--- config.mk ---
export PLATFORM = sky130hd
export DESIGN_NAME = numeric_literal_tokenizer
export DESIGN_NICKNAME = d
export VERILOG_FILES = /design/src/hdl/nlt_pkg.sv /design/src/hdl/nlt_ctrl.sv /design/src/hdl/nlt_dp.sv /design/src/hdl/numeric_literal_tokenizer.sv
export SDC_FILE = /design/constraint.sdc
export NUM_CORES = 1
export LEC_CHECK = 0
export ABC_AREA = 1
export BUFFER_PORTS_ARGS = -buffer_cell sky130_fd_sc_hd__buf_4
export CORE_MARGIN = 3
export CORE_UTILIZATION = 56
export CTS_CLUSTER_DIAMETER = 150
export DETAILED_ROUTE_END_ITERATION = 12
export GPL_TIMING_DRIVEN = 0
export PLACE_DENSITY = 0.77
export RECOVER_POWER = 50
export SLEW_MARGIN = 20
export SYNTH_ARGS = -nofsm -noshare
export SYNTH_HDL_FRONTEND = slang
export SYNTH_SLANG_ARGS = --single-unit
--- constraint.sdc ---
create_clock -name clock -period 4.2 [get_ports clock]
set_clock_uncertainty 0.2 [all_clocks]
set_input_delay 0.42 -clock clock [delete_from_list [all_inputs] [get_ports clock]]
set_output_delay 0.42 -clock clock [all_outputs]
set_load 0.01 [all_outputs]
--- src/hdl/nlt_pkg.sv ---
// Shared types, codes and character helpers for the numeric literal tokenizer.
// No dependencies; every other file of the block imports this package.
package nlt_pkg;

   localparam int OFFSET_BITS_DEF = 16;
   localparam int TOK_W           = 16;

   typedef enum logic [2:0] {
      TK_PLUS    = 3'd0,
      TK_MINUS   = 3'd1,
      TK_SEMI    = 3'd2,
      TK_INT     = 3'd3,
      TK_FLOAT   = 3'd4,
      TK_INVALID = 3'd5,
      TK_END     = 3'd6
   } token_kind_type;

   typedef struct packed {
      logic [7:0] char_code;
      logic       char_valid;
      logic       end_of_source;
   } req_type;

   typedef struct packed {
      token_kind_type     token_kind;
      logic [TOK_W-1:0]   token_start;
      logic [TOK_W-1:0]   token_length;
      logic               last_result;
   } rsp_type;

   // Scanner phases, one-hot
   typedef enum logic [10:0] {
      PH_IDLE = 11'b000_0000_0001,
      PH_INT  = 11'b000_0000_0010,
      PH_DOT  = 11'b000_0000_0100,
      PH_FRAC = 11'b000_0000_1000,
      PH_F    = 11'b000_0001_0000,
      PH_F3   = 11'b000_0010_0000,
      PH_F6   = 11'b000_0100_0000,
      PH_SU   = 11'b000_1000_0000,
      PH_SU1  = 11'b001_0000_0000,
      PH_SU3  = 11'b010_0000_0000,
      PH_SU6  = 11'b100_0000_0000
   } scan_phase_type;

   // Controller to datapath
   typedef struct packed {
      logic load;
      logic step;
      logic flush;
   } dp_cmd_type;

   // Datapath to controller
   typedef struct packed {
      logic sym_avail;
      logic step_block;
      logic stg_valid;
      logic out_free;
   } dp_status_type;

   localparam logic [7:0] CH_PLUS  = 8'h2B;
   localparam logic [7:0] CH_MINUS = 8'h2D;
   localparam logic [7:0] CH_SEMI  = 8'h3B;
   localparam logic [7:0] CH_DOT   = 8'h2E;
   localparam logic [7:0] CH_F     = 8'h66;
   localparam logic [7:0] CH_S     = 8'h73;
   localparam logic [7:0] CH_U     = 8'h75;
   localparam logic [7:0] CH_0     = 8'h30;
   localparam logic [7:0] CH_1     = 8'h31;
   localparam logic [7:0] CH_2     = 8'h32;
   localparam logic [7:0] CH_3     = 8'h33;
   localparam logic [7:0] CH_4     = 8'h34;
   localparam logic [7:0] CH_6     = 8'h36;
   localparam logic [7:0] CH_8     = 8'h38;
   localparam logic [7:0] CH_9     = 8'h39;
   localparam logic [7:0] CH_NUL   = 8'h00;

   function automatic logic is_digit(input logic [7:0] c);
      return (c >= CH_0) && (c <= CH_9);
   endfunction

   // space, tab, line feed, vertical tab, form feed, carriage return
   function automatic logic is_space(input logic [7:0] c);
      return (c == 8'h20) || ((c >= 8'h09) && (c <= 8'h0D));
   endfunction

endpackage

--- src/hdl/nlt_ctrl.sv ---
// Sequencing controller of the numeric literal tokenizer: takes a request,
// steps the datapath symbol by symbol, then releases the held token. Uses nlt_pkg.
module nlt_ctrl (
   input  logic                   clock,
   input  logic                   reset,
   input  logic                   req_valid,
   output logic                   req_ready,
   input  nlt_pkg::dp_status_type status,
   output nlt_pkg::dp_cmd_type    cmd
);
   import nlt_pkg::*;

   typedef enum logic [2:0] {
      ST_IDLE  = 3'b001,
      ST_SCAN  = 3'b010,
      ST_FLUSH = 3'b100
   } ctrl_state_type;

   ctrl_state_type state_ff, state_in;

   always_comb begin
      state_in  = state_ff;
      cmd       = '0;
      req_ready = 1'b0;
      unique case (state_ff)
         ST_IDLE: begin
            req_ready = 1'b1;
            if (req_valid) begin
               cmd.load = 1'b1;
               state_in = ST_SCAN;
            end
         end
         ST_SCAN: begin
            if (!status.sym_avail) begin
               state_in = ST_FLUSH;
            end else begin
               cmd.step = !status.step_block;
            end
         end
         ST_FLUSH: begin
            // release the held token marked as the last of this request
            if (!status.stg_valid) begin
               state_in = ST_IDLE;
            end else if (status.out_free) begin
               cmd.flush = 1'b1;
               state_in  = ST_IDLE;
            end
         end
         default: begin
            state_in = ST_IDLE;
         end
      endcase
   end

   always_ff @(posedge clock) begin
      if (reset) begin
         state_ff <= ST_IDLE;
      end else begin
         state_ff <= state_in;
      end
   end

endmodule

--- src/hdl/nlt_dp.sv ---
// Datapath of the numeric literal tokenizer: scanner state, lookahead store,
// replay pointer, held token and output register. Uses nlt_pkg.
module nlt_dp #(
   parameter int OFFSET_BITS = nlt_pkg::OFFSET_BITS_DEF
) (
   input  logic                   clock,
   input  logic                   reset,
   input  nlt_pkg::dp_cmd_type    cmd,
   output nlt_pkg::dp_status_type status,
   input  nlt_pkg::req_type       req_data,
   input  logic                   rsp_ready,
   output logic                   rsp_valid,
   output nlt_pkg::rsp_type       rsp_data
);
   import nlt_pkg::*;

   localparam int OFF_W = (OFFSET_BITS < TOK_W) ? OFFSET_BITS : TOK_W;
   localparam int LA_N  = 3;

   typedef struct packed {
      token_kind_type   kind;
      logic [TOK_W-1:0] start;
      logic [TOK_W-1:0] len;
   } token_type;

   // scanner state
   logic [OFF_W-1:0]  off_ff;
   scan_phase_type    phase_ff;
   logic [TOK_W-1:0]  lit_start_ff;
   logic [TOK_W-1:0]  lit_len_ff;
   logic              lit_float_ff;
   logic [7:0]        la_chr_ff [LA_N];
   logic [TOK_W-1:0]  la_off_ff [LA_N];
   logic [1:0]        la_cnt_ff;
   logic [1:0]        rp_ff;
   logic [1:0]        rcnt_ff;

   // request being worked on
   logic [7:0]        in_chr_ff;
   logic [TOK_W-1:0]  in_off_ff;
   logic              chr_pend_ff;
   logic              end_pend_ff;

   // held token and output register
   token_type         stg_ff;
   logic              stg_vld_ff;
   rsp_type           out_ff;
   logic              out_vld_ff;

   // current symbol
   logic              from_replay, from_chr, sym_end;
   logic [7:0]        sym_chr;
   logic [TOK_W-1:0]  sym_off;

   // scan decision
   logic              sc_consume, sc_emit, sc_fail, sc_hold, sc_begin;
   logic              sc_la_clr, sc_set_float, sc_lit_tok, sc_end_done;
   logic [1:0]        sc_grow;
   scan_phase_type    sc_phase;
   token_kind_type    sc_kind;
   logic [TOK_W-1:0]  sc_len;
   logic [TOK_W:0]    len_sum;
   logic [TOK_W-1:0]  len_grown;
   token_type         tok;
   logic              out_free;

   always_comb begin
      from_replay = rp_ff < rcnt_ff;
      from_chr    = !from_replay && chr_pend_ff;
      sym_end     = !from_replay && !chr_pend_ff && end_pend_ff;
      if (from_replay) begin
         sym_chr = la_chr_ff[rp_ff];
         sym_off = la_off_ff[rp_ff];
      end else if (chr_pend_ff) begin
         sym_chr = in_chr_ff;
         sym_off = in_off_ff;
      end else begin
         // end marker: NUL matches no character class
         sym_chr = CH_NUL;
         sym_off = TOK_W'(off_ff);
      end
   end

   always_comb begin
      sc_consume   = 1'b1;
      sc_emit      = 1'b0;
      sc_fail      = 1'b0;
      sc_hold      = 1'b0;
      sc_begin     = 1'b0;
      sc_la_clr    = 1'b0;
      sc_set_float = 1'b0;
      sc_lit_tok   = 1'b0;
      sc_grow      = 2'd0;
      sc_phase     = phase_ff;
      sc_kind      = TK_INVALID;
      sc_len       = '0;
      unique case (phase_ff)
         PH_IDLE: begin
            priority if (sym_end) begin
               sc_emit = 1'b1;
               sc_kind = TK_END;
            end else if (is_space(sym_chr)) begin
               sc_emit = 1'b0;
            end else if (sym_chr == CH_PLUS) begin
               sc_emit = 1'b1;
               sc_kind = TK_PLUS;
               sc_len  = TOK_W'(1);
            end else if (sym_chr == CH_MINUS) begin
               sc_emit = 1'b1;
               sc_kind = TK_MINUS;
               sc_len  = TOK_W'(1);
            end else if (sym_chr == CH_SEMI) begin
               sc_emit = 1'b1;
               sc_kind = TK_SEMI;
               sc_len  = TOK_W'(1);
            end else if (is_digit(sym_chr)) begin
               sc_begin = 1'b1;
               sc_phase = PH_INT;
            end else begin
               sc_emit = 1'b1;
               sc_kind = TK_INVALID;
            end
         end
         PH_INT: begin
            priority if (is_digit(sym_chr)) begin
               sc_grow = 2'd1;
            end else if (sym_chr == CH_DOT) begin
               sc_hold  = 1'b1;
               sc_phase = PH_DOT;
            end else if (sym_chr == CH_F) begin
               sc_grow      = 2'd1;
               sc_set_float = 1'b1;
               sc_phase     = PH_F;
            end else if ((sym_chr == CH_S) || (sym_chr == CH_U)) begin
               sc_hold  = 1'b1;
               sc_phase = PH_SU;
            end else begin
               sc_fail = 1'b1;
            end
         end
         PH_DOT: begin
            if (is_digit(sym_chr)) begin
               sc_grow      = 2'd2;
               sc_la_clr    = 1'b1;
               sc_set_float = 1'b1;
               sc_phase     = PH_FRAC;
            end else begin
               sc_fail = 1'b1;
            end
         end
         PH_FRAC: begin
            priority if (is_digit(sym_chr)) begin
               sc_grow = 2'd1;
            end else if (sym_chr == CH_F) begin
               sc_grow  = 2'd1;
               sc_phase = PH_F;
            end else begin
               sc_fail = 1'b1;
            end
         end
         PH_F: begin
            priority if (sym_chr == CH_3) begin
               sc_hold  = 1'b1;
               sc_phase = PH_F3;
            end else if (sym_chr == CH_6) begin
               sc_hold  = 1'b1;
               sc_phase = PH_F6;
            end else begin
               sc_fail = 1'b1;
            end
         end
         PH_F3: begin
            if (sym_chr == CH_2) sc_grow = 2'd2;
            else sc_fail = 1'b1;
         end
         PH_F6: begin
            if (sym_chr == CH_4) sc_grow = 2'd2;
            else sc_fail = 1'b1;
         end
         PH_SU: begin
            priority if (sym_chr == CH_8) begin
               sc_grow = 2'd2;
            end else if (sym_chr == CH_1) begin
               sc_hold  = 1'b1;
               sc_phase = PH_SU1;
            end else if (sym_chr == CH_3) begin
               sc_hold  = 1'b1;
               sc_phase = PH_SU3;
            end else if (sym_chr == CH_6) begin
               sc_hold  = 1'b1;
               sc_phase = PH_SU6;
            end else begin
               sc_fail = 1'b1;
            end
         end
         PH_SU1: begin
            if (sym_chr == CH_6) sc_grow = 2'd3;
            else sc_fail = 1'b1;
         end
         PH_SU3: begin
            if (sym_chr == CH_2) sc_grow = 2'd3;
            else sc_fail = 1'b1;
         end
         PH_SU6: begin
            if (sym_chr == CH_4) sc_grow = 2'd3;
            else sc_fail = 1'b1;
         end
         default: begin
            sc_phase = PH_IDLE;
         end
      endcase

      // a suffix closes the literal once its last character arrives
      if (!sc_fail && (sc_grow != 2'd0) && (phase_ff != PH_INT) && (phase_ff != PH_DOT)
          && (phase_ff != PH_FRAC)) begin
         sc_la_clr  = 1'b1;
         sc_lit_tok = 1'b1;
         sc_emit    = 1'b1;
         sc_phase   = PH_IDLE;
      end
      // literal ends before this symbol: emit it and rescan the held characters
      if (sc_fail) begin
         sc_consume = 1'b0;
         sc_lit_tok = 1'b1;
         sc_emit    = 1'b1;
         sc_phase   = PH_IDLE;
      end
      sc_end_done = sym_end && sc_consume;
   end

   always_comb begin
      len_sum   = {1'b0, lit_len_ff} + (TOK_W+1)'(sc_grow);
      len_grown = len_sum[TOK_W] ? '1 : len_sum[TOK_W-1:0];
      if (sc_lit_tok) begin
         tok.kind  = lit_float_ff ? TK_FLOAT : TK_INT;
         tok.start = lit_start_ff;
         tok.len   = len_grown;
      end else begin
         tok.kind  = sc_kind;
         tok.start = sym_off;
         tok.len   = sc_len;
      end
   end

   assign out_free          = !out_vld_ff || rsp_ready;
   assign status.sym_avail  = from_replay || chr_pend_ff || end_pend_ff;
   assign status.step_block = sc_emit && stg_vld_ff && !out_free;
   assign status.stg_valid  = stg_vld_ff;
   assign status.out_free   = out_free;

   // scanner control state
   always_ff @(posedge clock) begin
      if (reset) begin
         off_ff       <= '0;
         phase_ff     <= PH_IDLE;
         lit_start_ff <= '0;
         lit_len_ff   <= '0;
         lit_float_ff <= 1'b0;
         la_cnt_ff    <= '0;
         rp_ff        <= '0;
         rcnt_ff      <= '0;
         chr_pend_ff  <= 1'b0;
         end_pend_ff  <= 1'b0;
      end else if (cmd.load) begin
         chr_pend_ff <= req_data.char_valid;
         end_pend_ff <= req_data.end_of_source;
         if (req_data.char_valid && (off_ff != '1)) begin
            off_ff <= off_ff + OFF_W'(1);
         end
      end else if (cmd.step) begin
         if (sc_end_done) begin
            // source ends: back to the reset state for the next source
            off_ff       <= '0;
            phase_ff     <= PH_IDLE;
            lit_start_ff <= '0;
            lit_len_ff   <= '0;
            lit_float_ff <= 1'b0;
            la_cnt_ff    <= '0;
            rp_ff        <= '0;
            rcnt_ff      <= '0;
            end_pend_ff  <= 1'b0;
         end else begin
            phase_ff <= sc_phase;
            if (from_replay && sc_consume) begin
               rp_ff <= rp_ff + 2'd1;
            end
            if (from_chr && sc_consume) begin
               chr_pend_ff <= 1'b0;
            end
            if (sc_begin) begin
               lit_start_ff <= sym_off;
               lit_len_ff   <= TOK_W'(1);
               lit_float_ff <= 1'b0;
            end else begin
               lit_len_ff <= len_grown;
               if (sc_set_float) lit_float_ff <= 1'b1;
            end
            priority if (sc_fail) begin
               rcnt_ff   <= la_cnt_ff;
               rp_ff     <= '0;
               la_cnt_ff <= '0;
            end else if (sc_la_clr) begin
               la_cnt_ff <= '0;
            end else if (sc_hold && (la_cnt_ff != 2'(LA_N))) begin
               la_cnt_ff <= la_cnt_ff + 2'd1;
            end else begin
               la_cnt_ff <= la_cnt_ff;
            end
         end
      end
   end

   // payload registers
   always_ff @(posedge clock) begin
      if (cmd.load) begin
         in_chr_ff <= req_data.char_code;
         in_off_ff <= TOK_W'(off_ff);
      end
      if (cmd.step && sc_hold && !sc_end_done && (la_cnt_ff != 2'(LA_N))) begin
         la_chr_ff[la_cnt_ff] <= sym_chr;
         la_off_ff[la_cnt_ff] <= sym_off;
      end
   end

   // held token: the previous one leaves once a newer one shows it was not last
   always_ff @(posedge clock) begin
      if (reset) begin
         stg_vld_ff <= 1'b0;
         out_vld_ff <= 1'b0;
      end else begin
         if (cmd.step && sc_emit) begin
            stg_vld_ff <= 1'b1;
            if (stg_vld_ff) begin
               out_vld_ff <= 1'b1;
            end else if (rsp_ready) begin
               out_vld_ff <= 1'b0;
            end
         end else if (cmd.flush) begin
            stg_vld_ff <= 1'b0;
            out_vld_ff <= 1'b1;
         end else if (rsp_ready) begin
            out_vld_ff <= 1'b0;
         end
      end
   end

   always_ff @(posedge clock) begin
      if (cmd.step && sc_emit) begin
         stg_ff <= tok;
         if (stg_vld_ff) begin
            out_ff <= '{token_kind: stg_ff.kind, token_start: stg_ff.start,
                        token_length: stg_ff.len, last_result: 1'b0};
         end
      end else if (cmd.flush) begin
         out_ff <= '{token_kind: stg_ff.kind, token_start: stg_ff.start,
                     token_length: stg_ff.len, last_result: 1'b1};
      end
   end

   assign rsp_valid = out_vld_ff;
   assign rsp_data  = out_ff;

endmodule

--- src/hdl/numeric_literal_tokenizer.sv ---
// Top level of the numeric literal tokenizer: controller plus datapath.
// Depends on nlt_pkg, nlt_ctrl and nlt_dp.
//
// One request per source byte (and/or an end-of-source mark) goes in; zero to six
// tokens come out, the last one of each request flagged by last_result. Whitespace is
// skipped, '+', '-' and ';' give one-character tokens, digit runs give integer
// literals, a dot plus digits gives a float, and f/f32/f64 or s8..u64 suffixes are
// absorbed; partial suffixes and a bare dot are replayed from a three-entry lookahead.
// End of source flushes any open literal, gives an end token and restarts offsets at
// zero. The controller walks one symbol per clock through the scanner unless the result
// side holds it back: a request is taken only in idle, then each scanned symbol (its
// own byte, the end mark, each replayed lookahead byte and each rescan after a literal
// closes) is stepped, after which the controller sees that no symbol is left and
// releases the last token of the request.
// Offsets saturate at 2^OFFSET_BITS-1, and at 65535 for widths of 16 and above.
module numeric_literal_tokenizer #(
   parameter int OFFSET_BITS = nlt_pkg::OFFSET_BITS_DEF
) (
   input  logic             clock,
   input  logic             reset,
   input  logic             req_valid,
   output logic             req_ready,
   input  nlt_pkg::req_type req_data,
   output logic             rsp_valid,
   input  logic             rsp_ready,
   output nlt_pkg::rsp_type rsp_data
);
   import nlt_pkg::*;

   dp_cmd_type    cmd;
   dp_status_type status;

   nlt_ctrl u_ctrl (
      .clock     (clock),
      .reset     (reset),
      .req_valid (req_valid),
      .req_ready (req_ready),
      .status    (status),
      .cmd       (cmd)
   );

   nlt_dp #(
      .OFFSET_BITS (OFFSET_BITS)
   ) u_dp (
      .clock     (clock),
      .reset     (reset),
      .cmd       (cmd),
      .status    (status),
      .req_data  (req_data),
      .rsp_ready (rsp_ready),
      .rsp_valid (rsp_valid),
      .rsp_data  (rsp_data)
   );

endmodule

==> flow_summary.yaml, run 1 <==
yosys:
  synth_edf_count: 167
  synth-seq-cells: 242
  synth_ff_type: "edfxtp_1"
  synthArstFlopShare: 0
  synth_cells: 1247
  avgSynthCellArea_sq_um: 9.11
  syn_nets: 1270
  synthDistinctLibCells: 46
  ys_seq_area_frac: 0.573
  yosysMostFrequentCell: "nand2_1"
  yosysWarnings: 0
  syn-cell-area_sq_mm: 0.0114
  synth.top_cell.area_share: 0.441
  synth_top_cell_by_area: "edfxtp_1"
  synth_top_cells_by_count: "nand2_1, edfxtp_1, nor2_1"
  ys_top_cells_by_area: "edfxtp_1, dfxtp_1, nand2_1"
place:
  gp_congestion: 0.985
  place_inst: 1565
  io_buffers: 50
  hpwlAfterDp_um: 19300
  place_ws_ps: -709
clock_network:
  cts.htree.levels: 1
  clockBufferDepth: 3
  cts_tree: "yes"
  cts_root_buf: "clkbuf_16"
  clkTransAtPathRegs_ps: 60
  clk_latency_ps: 540
  clock_sink_count: 242
  numCtsBuffers: 25
timing:
  max_slew_margin: 0.255
  drv_slew: 0
  final-setup-viol-count: 32
  layout_worst_path_cycle_share: 1.11
  worst_slack_ps: -481
  rsz0062_at_grt: "yes"
  fin_crit_ps: 4680
  timing.fmax_mhz: 214
  worst_slew_pin_slew_ps: 1120
  finalHoldViolCount: 0
global_routing:
  grt_max_degree: 37
  grt_pass1_wl_um: 44900
  antenna_found_initial: 0
  overflow: 0
  grt_pass1_vias: 8799
  grtUsageTotal: 0.255
finish:
  multi_input_area_sq_mm: 0.00446
  nNetsFinal: 1428
  utilization: 0.711
  fill_cells: 1413
  final_cells: 1689
  drive_gt1_frac: 0.204
  antenna_cells: 0
  final-seq-area_sq_mm: 0.00652
  syn_to_final_growth_pct: 23.4
worst_setup_path:
  required_ps: 4460
  path_class: "reg2reg"
  worstSetupStartpoint: "u_dp.rcnt_ff[1]"
  cp_slowest_stage_delay_ps: 360
  worstSetupStartpointType: "register"
  critPathMaxFanout: 6
  crit_path_end_kind: "register"
  cpMaxStageDelayCell: "fa_2"
  worstReg2RegStart: "u_dp.rcnt_ff[1]"
  critPathArrivalTime_ps: 4940
power_and_ir_drop:
  peakVddDrop_v: 0.000355
  power_w: 0.00520
  power_density_mw_per_mm2: 371
  leakage_nw: 5.43
hold_path:
  worstHoldPathType: "in2reg"
  hp-start: "req_data[0]"
floorplanning:
  start_util: 0.576
  die_h_um: 148
  io-pin-count: 52
  dieArea_sq_mm: 0.0220
  placementRows: 51
  fp.dieW_um: 148
  core-area_sq_mm: 0.0197
drt:
  wl_met1_um: 11900
  wire_per_inst_um: 17.4
  routed-wl-met2_um: 14500
  drt_iter0_drc: 754
  dr.max_layer_used: "met4"
  dr_wl_met3_um: 2000
  viasPerCell: 5.59
  dr.pass1.iters: 6
  num_vias: 9436
  routed_wl_um: 29400
  ant_nets: 0
  drc_errors: 0
run_status:
  violations: "negative setup slack"
  outcome: "finished with violations"
job:
  maxCapViolCount: 0
## worst paths after layout
kind                   endpoint  cells after the start  slack (ps)
min reg2reg    u_dp.rsp_data[2]                      0         220
min            u_dp.end_pend_ff                      3          40
max          u_dp.lit_len_ff[4]                     32        -480
max reg2reg  u_dp.lit_len_ff[4]                     32        -480
## where the power goes
| part | switching, W | internal (W) |
|---|---|---|
| combinational | 0.000309 | 0.000140 |
| clock | 0.000917 | 0.00121 |
| sequential | 0.0000200 | 0.00260 |
## what timing repair did
item / in CTS / in global routing
pin swaps: 52 / 54
gates resized for setup: 74 / 71
hold endpoints to repair: 10 / 0
hold buffers: 10 / 0
setup endpoints to repair: 104 / 105
setup buffers: 62 / 27
cloned: 0 / 0
## kinds of logic after synthesis
| kind of cell | share of synthesized area |
|---|---|
| simple gates | 0.241 |
| flops | 0.573 |
| buf+inv | 0.0741 |
| compound gates | 0.0862 |
| xor+xnor | 0.0146 |
| fa+ha+maj | 0.0106 |
## sequential cells by signal (all words and copies together), names as in the netlist, named ones only
register / flops
u_dp.stg_ff: 35
u_dp.la_off_ff: 48
u_dp.la_chr_ff: 24
u_dp.stg_vld_ff: 1
u_dp.lit_float_ff: 1
u_dp.rcnt_ff: 2
u_dp.chr_pend_ff: 1
u_dp.in_chr_ff: 8
u_dp.rsp_data: 36
u_dp.phase_ff: 11
u_ctrl.state_ff: 3
u_dp.off_ff: 16
u_dp.end_pend_ff: 1
u_dp.in_off_ff: 16
u_dp.lit_len_ff: 16
u_dp.rp_ff: 2
u_dp.lit_start_ff: 16
u_dp.la_cnt_ff: 2
u_dp.rsp_valid: 1
## worst max-delay path: cells and delay by family (launching register included)
kind,cells,cell delay [ps]
simple gates,16,1960
buf+inv,10,870
fa+ha+maj,3,770
compound gates,3,410
flops,1,340
## through the flow
step / hold WS (ps) / area [sq um] / TNS [ps]
2_1_floorplan: 200 / 11400 / 0
3_3_place_gp: 201 / 12100 / -107190
3_5_place_dp: 205 / 12200 / -23200
4_1_cts: 20.3 / 13700 / -4690
5_1_grt: 41.7 / 14000 / -20130
6_report: 39.9 / 14000 / -11240
## placed cells by master (no fill, tap or decap), types with 17 or more instances in the layout
cell and instances:
nor2_1 112, buf_6 17, a21oi_1 68, buf_4 76
clkbuf_16 25, dfxtp_1 73, inv_1 123, o21ai_0 59
clkbuf_1 61, inv_2 17, edfxtp_1 167, nor2_2 24
nand3_1 100, nand2_1 240, xor2_1 18, o21ai_1 17
nand4_1 30, nor3_1 19
## per-layer routing
layer | vias up | GRT usage
met3 | 75 | 0.0356
met2 | 418 | 0.428
met4 | 0 | 0.0836
met5 | - | 0
li1 | 4505 | -
met1 | 4438 | 0.345
## layout make-up
class                           instances  share of cell area
Clock inverter                          8             0.00634
Buffer                                 44              0.0204
Sequential cell                       242               0.465
Timing Repair Buffer                  132              0.0764
Inverter                              147              0.0407
Tap cell                              265              0.0236
Clock buffer                           38              0.0495
Multi-Input combinational cell        813               0.318
No activity file was read; power rests on OpenSTA's default activity.
==> run 2: changes to the inputs <==
--- a/config.mk
+++ b/config.mk
@@ -7,7 +7,7 @@
 export LEC_CHECK = 0
 export ABC_AREA = 1
 export BUFFER_PORTS_ARGS = -buffer_cell sky130_fd_sc_hd__buf_4
-export CORE_MARGIN = 3
+export CORE_MARGIN = 2
 export CORE_UTILIZATION = 56
 export CTS_CLUSTER_DIAMETER = 150
 export DETAILED_ROUTE_END_ITERATION = 12
==> flow_summary.yaml, run 2 (synthesized netlist as in run 1, its figures left out) <==
worst_setup_path:
  worstSetupStartpointType: "register"
  r2r_slack_ps: -560
  critical_path_buf_inv_count: 7
  cp_slowest_stage_delay_ps: 360
  path_class: "reg2reg"
  critPathArrivalTime_ps: 4980
  crit_path_end_kind: "register"
  crit_family: "simple AND/OR/NAND/NOR gates"
  required_ps: 4420
  critPathMaxFanout: 5
  cpMaxStageDelayCell: "dfxtp_2"
drt:
  drc_errors: 0
  dr.pass1.iters: 6
  num_vias: 9472
  viasPerCell: 5.61
  routed_wl_um: 29500
  drt_iter0_drc: 844
  wire_per_inst_um: 17.5
  ant_nets: 0
floorplanning:
  die_h_um: 146
  io-pin-count: 52
  placementRows: 52
  dieArea_sq_mm: 0.0215
  fp.dieW_um: 146
  core-area_sq_mm: 0.0201
  start_util: 0.565
timing:
  final-setup-viol-count: 60
  rsz0062_at_grt: "yes"
  worst_slack_ps: -560
  worst_slew_pin_slew_ps: 766
  drv_slew: 0
  finalHoldViolCount: 0
  layout_worst_path_cycle_share: 1.13
  setup-tns-final_ps: -13370
  max_slew_margin: 0.486
  fin_crit_ps: 4760
  timing.fmax_mhz: 210
clock_network:
  clockBufferDepth: 3
  cts_tree: "yes"
  clkTransAtPathRegs_ps: 60
  clk_latency_ps: 540
  cts_root_buf: "clkbuf_16"
  clock_sink_count: 242
  numCtsBuffers: 26
  cts.htree.levels: 1
power_and_ir_drop:
  power_density_mw_per_mm2: 381
  leakage_nw: 5.53
  peakVddDrop_v: 0.000304
  power_w: 0.00537
global_routing:
  grt.met2_usage: 0.454
  grt_pass1_wl_um: 46000
  overflow: 0
  gr-usage-met1: 0.352
  grt_use_met3: 0.0359
  grt_max_degree: 37
  grt_pass1_vias: 9042
  grtUsageTotal: 0.269
  antenna_found_initial: 0
  grt.busiest_layer: "met2"
job:
  maxCapViolCount: 0
hold_path:
  worstHoldPathType: "in2reg"
finish:
  final-seq-area_sq_mm: 0.00652
  multi_input_area_sq_mm: 0.00443
  final_cell_mix: "nand2_1, edfxtp_1, inv_1, nor2_1, nand3_1"
  largest_register: "u_dp.la_off_ff"
  antenna_cells: 0
  nNetsFinal: 1421
  drive_gt1_frac: 0.221
  syn_to_final_growth_pct: 24.1
  largest_reg_flops: 48
  fill_cells: 1426
  layout_commonest_cell: "nand2_1"
place:
  place_ws_ps: -738
  hpwlAfterDp_um: 19500
  io_buffers: 50
  gp_congestion: 0.923
run_status:
  outcome: "finished with violations"
  violations: "negative setup slack"
==> run 2: final cells by class <==
type / instances / share of cell area
flip-flops and latches: 242 / 0.462
multi-input cells: 813 / 0.314
repair buffers: 123 / 0.0772
clock buffers: 33 / 0.0508
inverters: 147 / 0.0403
well taps: 270 / 0.0240
plain buffers: 45 / 0.0206
clock inverters: 15 / 0.0107
==> run 2: what timing repair did <==
item                                    CTS  global route
setup buffers                            70            17
hold endpoints to repair                  9             0
hold buffers                              9             0
pin swaps                                52            45
cloned                                    1             0
gates resized for setup                  78            57
endpoints found under the setup margin  104           104
==> run 2: stage by stage <==
stage	cells	utilization	hold WS (ps)	area (sq um)
floorplan	1247	-	200	11400
global placement	1567	0.603	200	12100
detailed placement	1570	0.607	205	12200
CTS	1675	0.687	22.2	13800
global route	1688	0.701	47.6	14100
finish	1688	0.701	47.5	14100
==> run 2: routing by layer <==
| metal | vias to the layer above | part of all wire |
|---|---|---|
| li1 | 4514 | - |
| met1 | 4489 | 0.41 |
| met2 | 396 | 0.49 |
| met3 | 73 | 0.060 |
| met4 | 0 | 0.040 |
| met5 | - | 0 |
==> run 2: power breakdown <==
group | leakage (nW) | internal (W) | switching (W)
Combinational | 2.90 | 0.000139 | 0.000313
Clock | 0.418 | 0.00134 | 0.000959
Sequential | 2.21 | 0.00260 | 0.0000203
==> run 2: path summary, 6_finish.rpt <==
kind / cells after the start / to / startpoint
max: 30 / u_dp.lit_len_ff[15] / u_dp.rcnt_ff[1]
min: 3 / u_dp.end_pend_ff / req_data[0]
max reg2reg: 30 / u_dp.lit_len_ff[15] / u_dp.rcnt_ff[1]
min reg2reg: 0 / u_dp.rsp_data[1] / u_dp.stg_ff[0]
==> run 2: tightest hold or removal path, cell delays in order <==
cell	delay (ps)
buf_4	110
nand2_1	110
a21oi_1	90
